File: config.mk
export PLATFORM = sky130hd
export DESIGN_NAME = sprite_frame_sequencer
export DESIGN_NICKNAME = d
export VERILOG_FILES = /design/src/hdl/sfs_pkg.sv /design/src/hdl/sprite_frame_sequencer.sv /design/src/hdl/sfs_ram.sv /design/src/hdl/sfs_ctrl.sv /design/src/hdl/sfs_dp.sv
export VERILOG_INCLUDE_DIRS = /design/src /design/src/hdl
export SDC_FILE = /design/constraint.sdc
export NUM_CORES = 1
export LEC_CHECK = 0
export BUFFER_PORTS_ARGS = -buffer_cell sky130_fd_sc_hd__buf_2
export CELL_PAD_IN_SITES_DETAIL_PLACEMENT = 1
export CELL_PAD_IN_SITES_GLOBAL_PLACEMENT = 1
export CORE_ASPECT_RATIO = 0.75
export CORE_UTILIZATION = 40
export CTS_BUF_LIST = sky130_fd_sc_hd__clkbuf_2
export DETAILED_ROUTE_END_ITERATION = 7
export PLACE_DENSITY = 0.67
export SLEW_MARGIN = 20
export SYNTH_ARGS = -nofsm -noshare
export SYNTH_HDL_FRONTEND = slang
export SYNTH_SLANG_ARGS = --single-unit
File: constraint.sdc
create_clock -name clock -period 12.3 [get_ports clock]
set_clock_uncertainty 0.2 [all_clocks]
set_input_delay 1.23 -clock clock [delete_from_list [all_inputs] [get_ports clock]]
set_output_delay 1.23 -clock clock [all_outputs]
set_load 0.03 [all_outputs]
File: src/hdl/assert_macros.svh
// assertion macros shared by the sprite frame sequencer modules
`ifndef ASSERT_MACROS_SVH
`define ASSERT_MACROS_SVH

// property checked at every clock edge outside reset
`define ASSERT_PROP(name, clk, rst, prop, msg) \
   name: assert property (@(posedge clk) disable iff (rst) (prop)) else $error(msg);

// same-cycle implication
`define ASSERT_IMPLY(name, clk, rst, ante, cons, msg) \
   `ASSERT_PROP(name, clk, rst, (ante) |-> (cons), msg)

// next-cycle implication
`define ASSERT_NEXT(name, clk, rst, ante, cons, msg) \
   `ASSERT_PROP(name, clk, rst, (ante) |=> (cons), msg)

`endif

File: src/hdl/sfs_pkg.sv
// types, constants and command codes of the sprite frame sequencer
package sfs_pkg;

   localparam int MAX_FRAMES = 64;
   localparam int TIME_WIDTH = 16;
   localparam int POS_W      = (MAX_FRAMES > 1) ? $clog2(MAX_FRAMES) : 1;
   localparam int FRAMES_W   = $clog2(MAX_FRAMES + 1);
   localparam int ACC_W      = TIME_WIDTH + 1;
   localparam int DSR_W      = (TIME_WIDTH > FRAMES_W) ? TIME_WIDTH : FRAMES_W;
   localparam int DVD_W      = ACC_W + 1;
   localparam int CNT_W      = $clog2(DVD_W + 1);
   localparam int FNUM_W     = 16;

   typedef enum logic [3:0] {
      REQ_TICK   = 4'd0,
      REQ_PLAY   = 4'd1,
      REQ_STOP   = 4'd2,
      REQ_PAUSE  = 4'd3,
      REQ_RESUME = 4'd4,
      REQ_RESET  = 4'd5,
      REQ_ATTACH = 4'd6,
      REQ_DETACH = 4'd7,
      REQ_LOAD   = 4'd8
   } req_code_type;

   typedef struct packed {
      logic [15:0] slot_value;
      logic [5:0]  slot;
      logic        anim_loops;
      logic [15:0] anim_period;
      logic [6:0]  anim_frames;
      logic        replay_same;
      logic        anim_found;
      logic [7:0]  anim_id;
      logic [15:0] delta_ticks;
   } req_data_type;

   typedef struct packed {
      logic [5:0]  fill;
      logic        is_finished;
      logic        is_paused;
      logic        is_playing;
      logic        frame_valid;
      logic [15:0] frame_number;
      logic [5:0]  position;
   } rsp_data_type;

   localparam int REQ_DATA_W = $bits(req_data_type);
   localparam int RSP_DATA_W = $bits(rsp_data_type);

   typedef struct packed {
      logic capture;
      logic exec;
      logic div_step;
      logic fix;
      logic mod_done;
      logic load_out;
   } cmd_type;

   typedef struct packed {
      logic tick_go;
      logic loop;
      logic div_last;
   } stat_type;

endpackage

File: src/hdl/sprite_frame_sequencer.sv
// top level of the sprite frame sequencer
//
//  channel  dir  handshake            payload
//  req      in   req_tvalid/tready    req_tdata (72 bits), req_tuser (command)
//  rsp      out  rsp_tvalid/tready    rsp_tdata (32 bits)
//
// an item that is not a tick on a running, unpaused animation passes from exec
// to read and out; such a tick goes through the divider before read:
// one bit-serial divider pass of DVD_W (18) steps splits the time, a second
// pass wraps the position when looping
// reset is synchronous and active high; the frame table is not cleared
// the next item is accepted while a result waits in the output register;
// a stalled output holds the controller only when a newer result is ready
module sprite_frame_sequencer import sfs_pkg::*; (
   input  logic                  clock,
   input  logic                  reset,
   input  logic                  req_tvalid,
   output logic                  req_tready,
   // delta_ticks, anim_id, anim_found, replay_same, anim_frames,
   // anim_period, anim_loops, slot, slot_value
   input  logic [REQ_DATA_W-1:0] req_tdata,
   // req_type
   input  logic [3:0]            req_tuser,
   output logic                  rsp_tvalid,
   input  logic                  rsp_tready,
   // position, frame_number, frame_valid, is_playing, is_paused, is_finished, zero fill
   output logic [RSP_DATA_W-1:0] rsp_tdata
);

   cmd_type      cmd;
   stat_type     stat;
   req_data_type req_data;
   rsp_data_type rsp_data;

   assign req_data  = req_data_type'(req_tdata);
   assign rsp_tdata = RSP_DATA_W'(rsp_data);

   sfs_ctrl u_ctrl (
      .clock      (clock),
      .reset      (reset),
      .req_tvalid (req_tvalid),
      .req_tready (req_tready),
      .rsp_tvalid (rsp_tvalid),
      .rsp_tready (rsp_tready),
      .cmd        (cmd),
      .stat       (stat)
   );

   sfs_dp u_dp (
      .clock    (clock),
      .reset    (reset),
      .cmd      (cmd),
      .stat     (stat),
      .req_type (req_tuser),
      .req_data (req_data),
      .rsp_data (rsp_data)
   );

endmodule

File: src/hdl/sfs_ram.sv
// generic single-port-write ram with registered read
module sfs_ram #(
   parameter int WIDTH = 16,
   parameter int DEPTH = 64
) (
   input  logic                     clock,
   input  logic                     wr_en,
   input  logic [$clog2(DEPTH)-1:0] wr_addr,
   input  logic [WIDTH-1:0]         wr_data,
   input  logic [$clog2(DEPTH)-1:0] rd_addr,
   output logic [WIDTH-1:0]         rd_data
);

   logic [WIDTH-1:0] mem_ff [DEPTH];
   logic [WIDTH-1:0] rd_data_ff;

   always_ff @(posedge clock) begin
      if (wr_en) begin
         mem_ff[wr_addr] <= wr_data;
      end
      rd_data_ff <= mem_ff[rd_addr];
   end

   assign rd_data = rd_data_ff;

endmodule

File: src/hdl/sfs_ctrl.sv
// controller state machine of the sprite frame sequencer
`include "assert_macros.svh"

module sfs_ctrl import sfs_pkg::*; (
   input  logic     clock,
   input  logic     reset,
   input  logic     req_tvalid,
   output logic     req_tready,
   output logic     rsp_tvalid,
   input  logic     rsp_tready,
   output cmd_type  cmd,
   input  stat_type stat
);

   typedef enum logic [2:0] {
      ST_IDLE,
      ST_EXEC,
      ST_DIV,
      ST_FIX,
      ST_MOD,
      ST_MODFIX,
      ST_READ,
      ST_OUT
   } state_type;

   state_type state_ff;
   logic      req_tready_ff;
   logic      rsp_tvalid_ff;
   logic      accept;
   logic      out_free;

   assign accept   = req_tvalid && req_tready_ff;
   assign out_free = !rsp_tvalid_ff || rsp_tready;

   always_comb begin
      cmd          = '0;
      cmd.capture  = accept;
      cmd.exec     = (state_ff == ST_EXEC);
      cmd.div_step = (state_ff == ST_DIV) || (state_ff == ST_MOD);
      cmd.fix      = (state_ff == ST_FIX);
      cmd.mod_done = (state_ff == ST_MODFIX);
      cmd.load_out = (state_ff == ST_OUT) && out_free;
   end

   always_ff @(posedge clock) begin
      if (reset) begin
         state_ff      <= ST_IDLE;
         req_tready_ff <= 1'b0;
         rsp_tvalid_ff <= 1'b0;
      end else begin
         if (cmd.load_out) begin
            rsp_tvalid_ff <= 1'b1;
         end else if (rsp_tvalid_ff && rsp_tready) begin
            rsp_tvalid_ff <= 1'b0;
         end
         case (state_ff)
            ST_IDLE: begin
               if (accept) begin
                  req_tready_ff <= 1'b0;
                  state_ff      <= ST_EXEC;
               end else begin
                  req_tready_ff <= 1'b1;
               end
            end
            ST_EXEC: begin
               state_ff <= stat.tick_go ? ST_DIV : ST_READ;
            end
            ST_DIV: begin
               if (stat.div_last) begin
                  state_ff <= ST_FIX;
               end
            end
            ST_FIX: begin
               state_ff <= stat.loop ? ST_MOD : ST_READ;
            end
            ST_MOD: begin
               if (stat.div_last) begin
                  state_ff <= ST_MODFIX;
               end
            end
            ST_MODFIX: begin
               state_ff <= ST_READ;
            end
            ST_READ: begin
               state_ff <= ST_OUT;
            end
            ST_OUT: begin
               if (out_free) begin
                  req_tready_ff <= 1'b1;
                  state_ff      <= ST_IDLE;
               end
            end
            default: begin
               state_ff <= ST_IDLE;
            end
         endcase
      end
   end

   assign req_tready = req_tready_ff;
   assign rsp_tvalid = rsp_tvalid_ff;

   `ASSERT_IMPLY(a_ready_only_idle, clock, reset, req_tready_ff, state_ff == ST_IDLE,
      "input ready outside idle")
   `ASSERT_NEXT(a_accept_to_exec, clock, reset, accept, state_ff == ST_EXEC,
      "accepted item not executed")
   `ASSERT_NEXT(a_load_sets_valid, clock, reset, cmd.load_out, rsp_tvalid_ff,
      "loaded result not presented")

endmodule

File: src/hdl/sfs_dp.sv
// datapath of the sprite frame sequencer: playback state, divider, frame table
`include "assert_macros.svh"

module sfs_dp import sfs_pkg::*; (
   input  logic         clock,
   input  logic         reset,
   input  cmd_type      cmd,
   output stat_type     stat,
   input  logic [3:0]   req_type,
   input  req_data_type req_data,
   output rsp_data_type rsp_data
);

   logic [3:0]            req_type_ff;
   req_data_type          req_ff;
   logic                  sprite_ff;
   logic                  anim_ff;
   logic [7:0]            cur_ff;
   logic [FRAMES_W-1:0]   total_ff;
   logic [TIME_WIDTH-1:0] period_ff;
   logic                  loop_ff;
   logic [POS_W-1:0]      pos_ff;
   logic [ACC_W-1:0]      acc_ff;
   logic                  run_ff;
   logic                  pause_ff;
   logic                  done_ff;

   logic [DVD_W-1:0]      dvd_ff;
   logic [DSR_W-1:0]      dsr_ff;
   logic [DSR_W-1:0]      rem_ff;
   logic [DVD_W-1:0]      quo_ff;
   logic [CNT_W-1:0]      cnt_ff;
   rsp_data_type          rsp_ff;

   logic [TIME_WIDTH-1:0] delta_t;
   logic [FRAMES_W-1:0]   frames_sat;
   logic                  play_same;
   logic [DSR_W:0]        shift_v;
   logic                  fits;
   logic [FRAMES_W-1:0]   left;
   logic                  finish;
   logic                  slot_ok;
   logic                  wr_en;
   logic                  valid;
   logic [FNUM_W-1:0]     rd_data;

   assign delta_t    = TIME_WIDTH'(req_ff.delta_ticks);
   assign frames_sat = (32'(req_ff.anim_frames) > MAX_FRAMES) ? FRAMES_W'(MAX_FRAMES)
                                                                : FRAMES_W'(req_ff.anim_frames);
   assign play_same  = anim_ff && (cur_ff == req_ff.anim_id) && !req_ff.replay_same;
   assign shift_v    = {rem_ff, dvd_ff[DVD_W-1]};
   assign fits       = shift_v >= {1'b0, dsr_ff};
   assign left       = total_ff - FRAMES_W'(pos_ff);
   assign finish     = quo_ff >= DVD_W'(left);
   assign slot_ok    = 32'(req_ff.slot) < MAX_FRAMES;
   assign wr_en      = cmd.exec && (req_type_ff == REQ_LOAD) && slot_ok;
   assign valid      = sprite_ff && anim_ff && (total_ff != '0) &&
                       (FRAMES_W'(pos_ff) < total_ff);

   assign stat.tick_go  = (req_type_ff == REQ_TICK) && sprite_ff && anim_ff && run_ff &&
                          !pause_ff && !done_ff && (delta_t != '0) && (total_ff != '0) &&
                          (period_ff != '0);
   assign stat.loop     = loop_ff;
   assign stat.div_last = (cnt_ff == CNT_W'(1));

   sfs_ram #(
      .WIDTH (FNUM_W),
      .DEPTH (MAX_FRAMES)
   ) u_map (
      .clock   (clock),
      .wr_en   (wr_en),
      .wr_addr (POS_W'(req_ff.slot)),
      .wr_data (req_ff.slot_value),
      .rd_addr (pos_ff),
      .rd_data (rd_data)
   );

   always_ff @(posedge clock) begin
      if (reset) begin
         sprite_ff <= 1'b0;
         anim_ff   <= 1'b0;
         cur_ff    <= '0;
         total_ff  <= '0;
         period_ff <= '0;
         loop_ff   <= 1'b0;
         pos_ff    <= '0;
         acc_ff    <= '0;
         run_ff    <= 1'b0;
         pause_ff  <= 1'b0;
         done_ff   <= 1'b0;
      end else begin
         if (cmd.exec) begin
            case (req_code_type'(req_type_ff))
               REQ_TICK: begin
               end
               REQ_PLAY: begin
                  if (sprite_ff && req_ff.anim_found) begin
                     if (play_same) begin
                        if (!done_ff) begin
                           run_ff   <= 1'b1;
                           pause_ff <= 1'b0;
                        end
                     end else begin
                        anim_ff   <= 1'b1;
                        cur_ff    <= req_ff.anim_id;
                        total_ff  <= frames_sat;
                        period_ff <= TIME_WIDTH'(req_ff.anim_period);
                        loop_ff   <= req_ff.anim_loops;
                        pos_ff    <= '0;
                        acc_ff    <= '0;
                        run_ff    <= 1'b1;
                        pause_ff  <= 1'b0;
                        done_ff   <= 1'b0;
                     end
                  end
               end
               REQ_STOP: begin
                  pos_ff   <= '0;
                  acc_ff   <= '0;
                  run_ff   <= 1'b0;
                  pause_ff <= 1'b0;
                  done_ff  <= 1'b0;
               end
               REQ_PAUSE: begin
                  if (run_ff) begin
                     pause_ff <= 1'b1;
                  end
               end
               REQ_RESUME: begin
                  if (run_ff) begin
                     pause_ff <= 1'b0;
                  end
               end
               REQ_RESET: begin
                  pos_ff   <= '0;
                  acc_ff   <= '0;
                  pause_ff <= 1'b0;
                  done_ff  <= 1'b0;
                  run_ff   <= anim_ff;
               end
               REQ_ATTACH, REQ_DETACH: begin
                  sprite_ff <= (req_type_ff == REQ_ATTACH);
                  anim_ff   <= 1'b0;
                  pos_ff    <= '0;
                  acc_ff    <= '0;
                  run_ff    <= 1'b0;
                  pause_ff  <= 1'b0;
                  done_ff   <= 1'b0;
               end
               REQ_LOAD: begin
               end
               default: begin
               end
            endcase
         end
         if (cmd.fix) begin
            if (loop_ff) begin
               acc_ff <= ACC_W'(rem_ff);
            end else if (finish) begin
               pos_ff  <= POS_W'(total_ff - FRAMES_W'(1));
               done_ff <= 1'b1;
               run_ff  <= 1'b0;
               acc_ff  <= '0;
            end else begin
               pos_ff <= pos_ff + POS_W'(quo_ff);
               acc_ff <= ACC_W'(rem_ff);
            end
         end
         if (cmd.mod_done) begin
            pos_ff <= POS_W'(rem_ff);
         end
      end
   end

   // item capture, bit-serial restoring divider, result register
   always_ff @(posedge clock) begin
      if (cmd.capture) begin
         req_type_ff <= req_type;
         req_ff      <= req_data;
      end
      if (cmd.exec) begin
         dvd_ff <= DVD_W'(acc_ff) + DVD_W'(delta_t);
         dsr_ff <= DSR_W'(period_ff);
         rem_ff <= '0;
         quo_ff <= '0;
         cnt_ff <= CNT_W'(DVD_W);
      end
      if (cmd.fix) begin
         dvd_ff <= DVD_W'(pos_ff) + quo_ff;
         dsr_ff <= DSR_W'(total_ff);
         rem_ff <= '0;
         quo_ff <= '0;
         cnt_ff <= CNT_W'(DVD_W);
      end
      if (cmd.div_step) begin
         dvd_ff <= {dvd_ff[DVD_W-2:0], 1'b0};
         rem_ff <= fits ? DSR_W'(shift_v - {1'b0, dsr_ff}) : DSR_W'(shift_v);
         quo_ff <= {quo_ff[DVD_W-2:0], fits};
         cnt_ff <= cnt_ff - CNT_W'(1);
      end
      if (cmd.load_out) begin
         rsp_ff.fill         <= '0;
         rsp_ff.is_finished  <= done_ff;
         rsp_ff.is_paused    <= pause_ff;
         rsp_ff.is_playing   <= run_ff;
         rsp_ff.frame_valid  <= valid;
         rsp_ff.frame_number <= valid ? rd_data : '0;
         rsp_ff.position     <= 6'(pos_ff);
      end
   end

   assign rsp_data = rsp_ff;

   `ASSERT_IMPLY(a_pause_needs_run, clock, reset, pause_ff, run_ff,
      "paused without playing")
   `ASSERT_PROP(a_run_not_done, clock, reset, !(run_ff && done_ff),
      "playing and finished together")
   `ASSERT_IMPLY(a_pos_in_range, clock, reset, anim_ff && (total_ff != '0),
      FRAMES_W'(pos_ff) < total_ff, "position beyond frame count")

endmodule

Yosys cells after proc, flatten, opt, wreduce, memory -nomap -nowiden
Memory sizes are Yosys's and may differ from the RTL's. A register that Yosys moved wholly into a read port is not among the register bits.
Cells that the tools add are included.

storage, ports and cells
  input bits = 80
  word-level logic and storage cells = 193
  memories kept = 1
  bits in writable memories = 1024
  flip-flop bits (word level) = 240

operators by class
  reduce and logical (&&, ||, !) cells = 46
  $add $sub $neg = 7
  muxes and demuxes = 69
  order comparisons = 4
  bitwise operators = 1
  eq/ne operators = 28

memories
  name               depth  width  rd ports  clocked after Yosys merged registers in  wr ports  RTL line       source
  u_dp.u_map.mem_ff  64     16     1         1                                        1         sfs_ram.sv:14  logic [WIDTH-1:0] mem_ff [DEPTH];

operators by type and width
  cell                  count
  $mux W18              6
  $mux W16              6
  $mux W17              4
  $mux W6               7
  $pmux W17 S2          1
  $reduce_bool A16 Y1   2
  $mux W1               26
  $pmux W3 S8           1
  $mux W7               3
  $add A17 B16 Y18      1
  $add A6 B18 Y18       1
  $ge A18 B7 Y1         1
  $logic_and A1 B1 Y1   18
  $ge A17 B16 Y1        1
  $eq A4 B3 Y1 const B  4
  $reduce_and A4 Y1     4
  $sub A16 B16 Y16      1
  $mux W3               5
  $mux W5               3
  $eq A3 B3 Y1 const B  4
  $pmux W6 S2           1
  $ne A2 B1 Y1 const B  5
  $eq A4 B2 Y1 const B  2
  $eq A8 B8 Y1          1
  32 further kinds      47

Depth between registers and ports, before layout
  depth after elaboration = 11
  mapped depth = 20
  depth with buffers taken out = 16

By module
From an unflattened synthesis, not the netlist that was laid out.

unflattened totals
  cells, all modules = 2881
  area, all modules = 51913.5 sq um

by module, submodules not included
  module    cells an instance  seq. area each (sq um)  instances  area each (sq um)
  sfs_ram   1820               31069.8                 1          39978.3
  sfs_dp    1022               6336.1                  1          11622.4
  sfs_ctrl  39                 100.1                   1          312.8

Worst setup path after synthesis
No wires, ideal clock.

  kind = flip-flop to flip-flop
  from = reg u_ctrl.state_ff[1]
  to = reg u_dp.cnt_ff[0] (enable)
  stages on the path, launching flop included = 5
  data required time = 11602 ps
  period minus slack after synthesis = 4677 ps
  buffers on the path = 2
  setup slack = 7623 ps
  arrival = 3980 ps
  cell sequence = dfxtp_1 > clkbuf_1 > buf_1 > nor2_1 > xnor2_1

on the way
  cells in the longest elaborated chain, start to end = 3
  elaborated cells between the ends (all ways) = 6
  those cells by class = eq/ne: 4; reduce/logical: 2

RTL lines
  item                                                 RTL line        source
  start, declared                                      sfs_ctrl.sv:26  state_type state_ff;
  start signal, assigned                               sfs_ctrl.sv:66  state_ff <= stat.tick_go ? ST_DIV : ST_READ;
  start signal, assigned                               sfs_ctrl.sv:74  state_ff <= stat.loop ? ST_MOD : ST_READ;
  $eq A3 B2 Y1 / $eq A3 B3 Y1 (equally long branches)  sfs_ctrl.sv:39  cmd.div_step = (state_ff == ST_DIV) || (state_ff == ST_MOD);
  $logic_or A1 B1 Y1                                   sfs_ctrl.sv:39
  $reduce_bool A3 Y1 (no line) (*)                     n/a
  end signal, assigned                                 sfs_dp.sv:186   cnt_ff <= CNT_W'(DVD_W);
  end signal, assigned                                 sfs_dp.sv:193   cnt_ff <= CNT_W'(DVD_W);
  end signal, assigned                                 sfs_dp.sv:199   cnt_ff <= cnt_ff - CNT_W'(1);
  end, declared                                        sfs_dp.sv:32    logic [CNT_W-1:0] cnt_ff;

Mark *: on every way between the ends. The rest lies on a longest branch, timed or not.
A chain may end at the register's enable or synchronous reset.

Worst setup path after layout
  from = reg u_dp.pos_ff[3]
  to = reg u_dp.acc_ff[12]

on the way
  cells in the longest elaborated chain, start to end = 5

RTL lines
  item                    RTL line       source
  start, declared         sfs_dp.sv:22   logic [POS_W-1:0] pos_ff;
  start signal, assigned  sfs_dp.sv:160  pos_ff <= POS_W'(total_ff - FRAMES_W'(1));
  start signal, assigned  sfs_dp.sv:165  pos_ff <= pos_ff + POS_W'(quo_ff);
  start signal, assigned  sfs_dp.sv:170  pos_ff <= POS_W'(rem_ff);
  $sub A7 B6 Y7           sfs_dp.sv:53   assign left = total_ff - FRAMES_W'(pos_ff);
  $ge A18 B7 Y1           sfs_dp.sv:54   assign finish = quo_ff >= DVD_W'(left);
  $mux W16                sfs_dp.sv:159  end else if (finish) begin
  $mux W16                sfs_dp.sv:157  if (loop_ff) begin
  $mux W17                sfs_dp.sv:156  if (cmd.fix) begin
  end signal, assigned    sfs_dp.sv:158  acc_ff <= ACC_W'(rem_ff);
  end signal, assigned    sfs_dp.sv:166  acc_ff <= ACC_W'(rem_ff);
  end, declared           sfs_dp.sv:23   logic [ACC_W-1:0] acc_ff;

No other way between the ends.

==> impl_results.md <==
- Max rail drop VDD: 0.152 mV
- Outcome: finished, final reports clean
- Max_cap viols: 0
- Layout Cells excl Fill: 5207
- Per-cell routed wire length: 27.4 µm
- WHS: 0.143 ns
- Die ar.: 130000 µm²
- Met2 routed WL: 65400 µm
- Maximum clock frequency: 204 MHz
- Metal3 WL: 10700 µm
- Hold crit path type: in -> reg
- Tot GR Track Use: 0.220
- Count of clock tree sinks: 1279
- Final Critical Period: 4.90 ns
- Final Power: 10.0 mW
- Total number of vias: 29400
- R2R Setup Slk: 7.40 ns
- Leakage: 19.2 nW
- Placed Cells incl. Taps: 4507
- Sequential fraction of the synthesis area: 0.730
- PwrDens: 172 nW/µm²
- CP endpoint kind: flip-flop
- Final WS setup: 7.40 ns
- Clock root buffer: clkbuf_2
- TritonCTS clock tree: yes
- Finished Cell Area: 58400 µm²
- Die Y-Extent: 312 µm
- Crit-path slowest cell: clkinv_2
- Placed cell area: 54100 µm²
- Most frequent cells in the layout: edfxtp_1 (1189), clkbuf_2 (470), mux4_2 (301)
- Ys flop type: edfxtp_1
- CP delay by family, top: compound AO/OA/AOI/OAI gates
- Gpl congestion: 0.858
- Vias per Instance: 5.64
- CORE AREA: 127000 µm²
- IO Pins: 114
- Count of different cell masters after synthesis: 76
- RSZ-0062 raised after global routing: no
- DRT iter0 DRCs: 3046
- Worst Path Buf+Inv: 1
- Share of layout cells above drive strength 1: 0.290
- Placement Setup Slack: 7.14 ns
- First-pass GRT wire length: 208000 µm
- Drt pass-1 iters: 5
- Row count: 113
- Die X: 416 µm
- Reg clk slew, reported paths: 0.15 ns
- Fin. Hold Viols: 0
- Port Buffer Count: 107
- DRC Markers: 0
- Max Used Layer: met4
- Final nets: 3457
- Commonest non-fill, non-tap cell in the layout: edfxtp_1
- Post-DP HPWL: 84200 µm
- CP cell instances: clkinv_2, ha_1, a21oi_1, o21bai_1, a21oi_1, xnor2_1, ha_1, and3b_1, a21oi_2, o21ai_2, a211oi_4, a22o_1
- Post-CTS resize count: 0
- H-tree depth: 5
- Worst path max stage delay: 0.75 ns
- Overflow after GRT: 0
- Initial Util: 0.405
- Initial antenna violation count: 5
- Worst-path fanout max: 26
- Layout Utilization: 0.460
- Number of flops mapped to enable cells by yosys: 1189
- CTS Buf Count: 326
- Relative slew slack: 0.233
- CP Launch Type: flip-flop
- # setup viols final: 0
- Final period util: 0.399
- TNS Setup: 0 ns
- Yosys warnings: 0
- Post-synthesis async set-or-reset flop share: 0
- Largest net degree at the start of global routing: 105
- Worst Path Class, Setup: reg -> reg
- Final Max Slew Viols: 0
- Worst skew pair latency: 1.67 ns
- Vias in the first global route: 30900
- Area of the mapped netlist: 51400 µm²
- Syn-to-layout area delta: 13.6%
- FF+latch count, synth: 1279
- Required @ worst endpoint: 13.64 ns
- Detail Route Antenna Nets: 0
- Clk buf depth: 4
- Syn_area_per_cell: 18.5 µm²
- Post-Route WL: 143000 µm
- Worst EP arrival: 6.24 ns
- Met1 WL: 62200 µm
- Slew @ Worst Pin: 1.15 ns
- Cells after Synth: 2772
per-layer routing:
layer | global-route usage | vias up
li1 | - | 12400
met1 | 0.312 | 15300
met2 | 0.331 | 1315
met3 | 0.0489 | 274
met4 | 0.0834 | 0
met5 | 0 | -
flip-flops by register name, indices dropped and copies added (netlist names), 7 cells and up:
name                count
u_dp.total_ff           7
u_dp.period_ff         16
u_dp.req_ff            56
u_dp.dsr_ff            16
u_dp.dvd_ff            18
u_dp.acc_ff            16
u_dp.u_map.mem_ff    1024
u_dp.u_map.rd_data     16
u_dp.rem_ff            16
u_dp.quo_ff            18
u_dp.cur_ff             8
u_dp.rsp_data          26
u_dp.delta_t           16
cell type report:
cell class / instances / area [µm²]
Clock buffer: 470 / 2350
Tap cell: 1667 / 2090
Inverter: 72 / 272
Sequential cell: 1279 / 37500
Antenna cell: 8 / 20.0
Timing Repair Buffer: 355 / 2790
Multi-Input combinational cell: 1284 / 13000
Fill cell: 12400 / 68600
Clock inverter: 72 / 359
where the power goes:
group / leakage (nW) / switching, mW / internal, mW
Combinational: 5.64 / 1.23 / 0.697
Sequential: 11.4 / 0.207 / 5.11
Clock: 2.13 / 1.74 / 1.07
cells by family after synthesis:
family	Yosys count	synth area share
AO/OA/AOI/OAI	295	0.0393
flip-flops	1279	0.730
multiplexers	338	0.139
adder cells (fa/ha/maj)	59	0.0149
other	1	0.0000730
XOR/XNOR	54	0.00920
AND/OR/NAND/NOR	532	0.0490
buffers and inverters	214	0.0184
Yosys cell counts (6+ instances only):
cell,instances,area share
nand2b_1,17,0.0021
buf_2,31,0.0030
nor2_1,173,0.013
buf_1,19,0.0014
a21oi_1,64,0.0062
mux2i_1,36,0.0070
dfxtp_1,90,0.035
xor2_1,16,0.0027
o22ai_1,12,0.0015
a21o_1,22,0.0032
nand2_1,143,0.010
o22a_1,13,0.0022
or3_1,6,0.00073
nor4_1,13,0.0016
o21ai_0,45,0.0044
and2_1,17,0.0021
nand3_1,43,0.0042
buf_4,18,0.0026
a31o_2,9,0.0015
inv_1,70,0.0051
a22oi_1,9,0.0013
mux4_2,301,0.13
nor3_1,20,0.0019
a22o_1,16,0.0027
edfxtp_1,1189,0.69
and3_1,6,0.00073
ha_1,55,0.013
nand4_1,56,0.0068
o21a_1,9,0.0013
a211oi_1,30,0.0044
o211ai_1,11,0.0016
clkbuf_1,69,0.0050
a31oi_1,8,0.00097
nor2b_1,14,0.0017
xnor2_1,38,0.0065
nand3b_1,11,0.0016
repair_timing:
item / in CTS / in global routing
hold buffers: 150 / 0
endpoints found under the hold margin: 135 / 0
setup buffers: 0 / 0
path summary, 6_finish.rpt:
path / startpoint / to / depth (start not counted)
max: u_dp.pos_ff[3] / u_dp.acc_ff[12] / 12
min: req_tdata[71] / u_dp.req_ff[71] / 2
max reg2reg: u_dp.pos_ff[3] / u_dp.acc_ff[12] / 12
min reg2reg: u_dp.req_ff[47] / u_dp.period_ff[14] / 2
(Power assumes the default switching activity.)
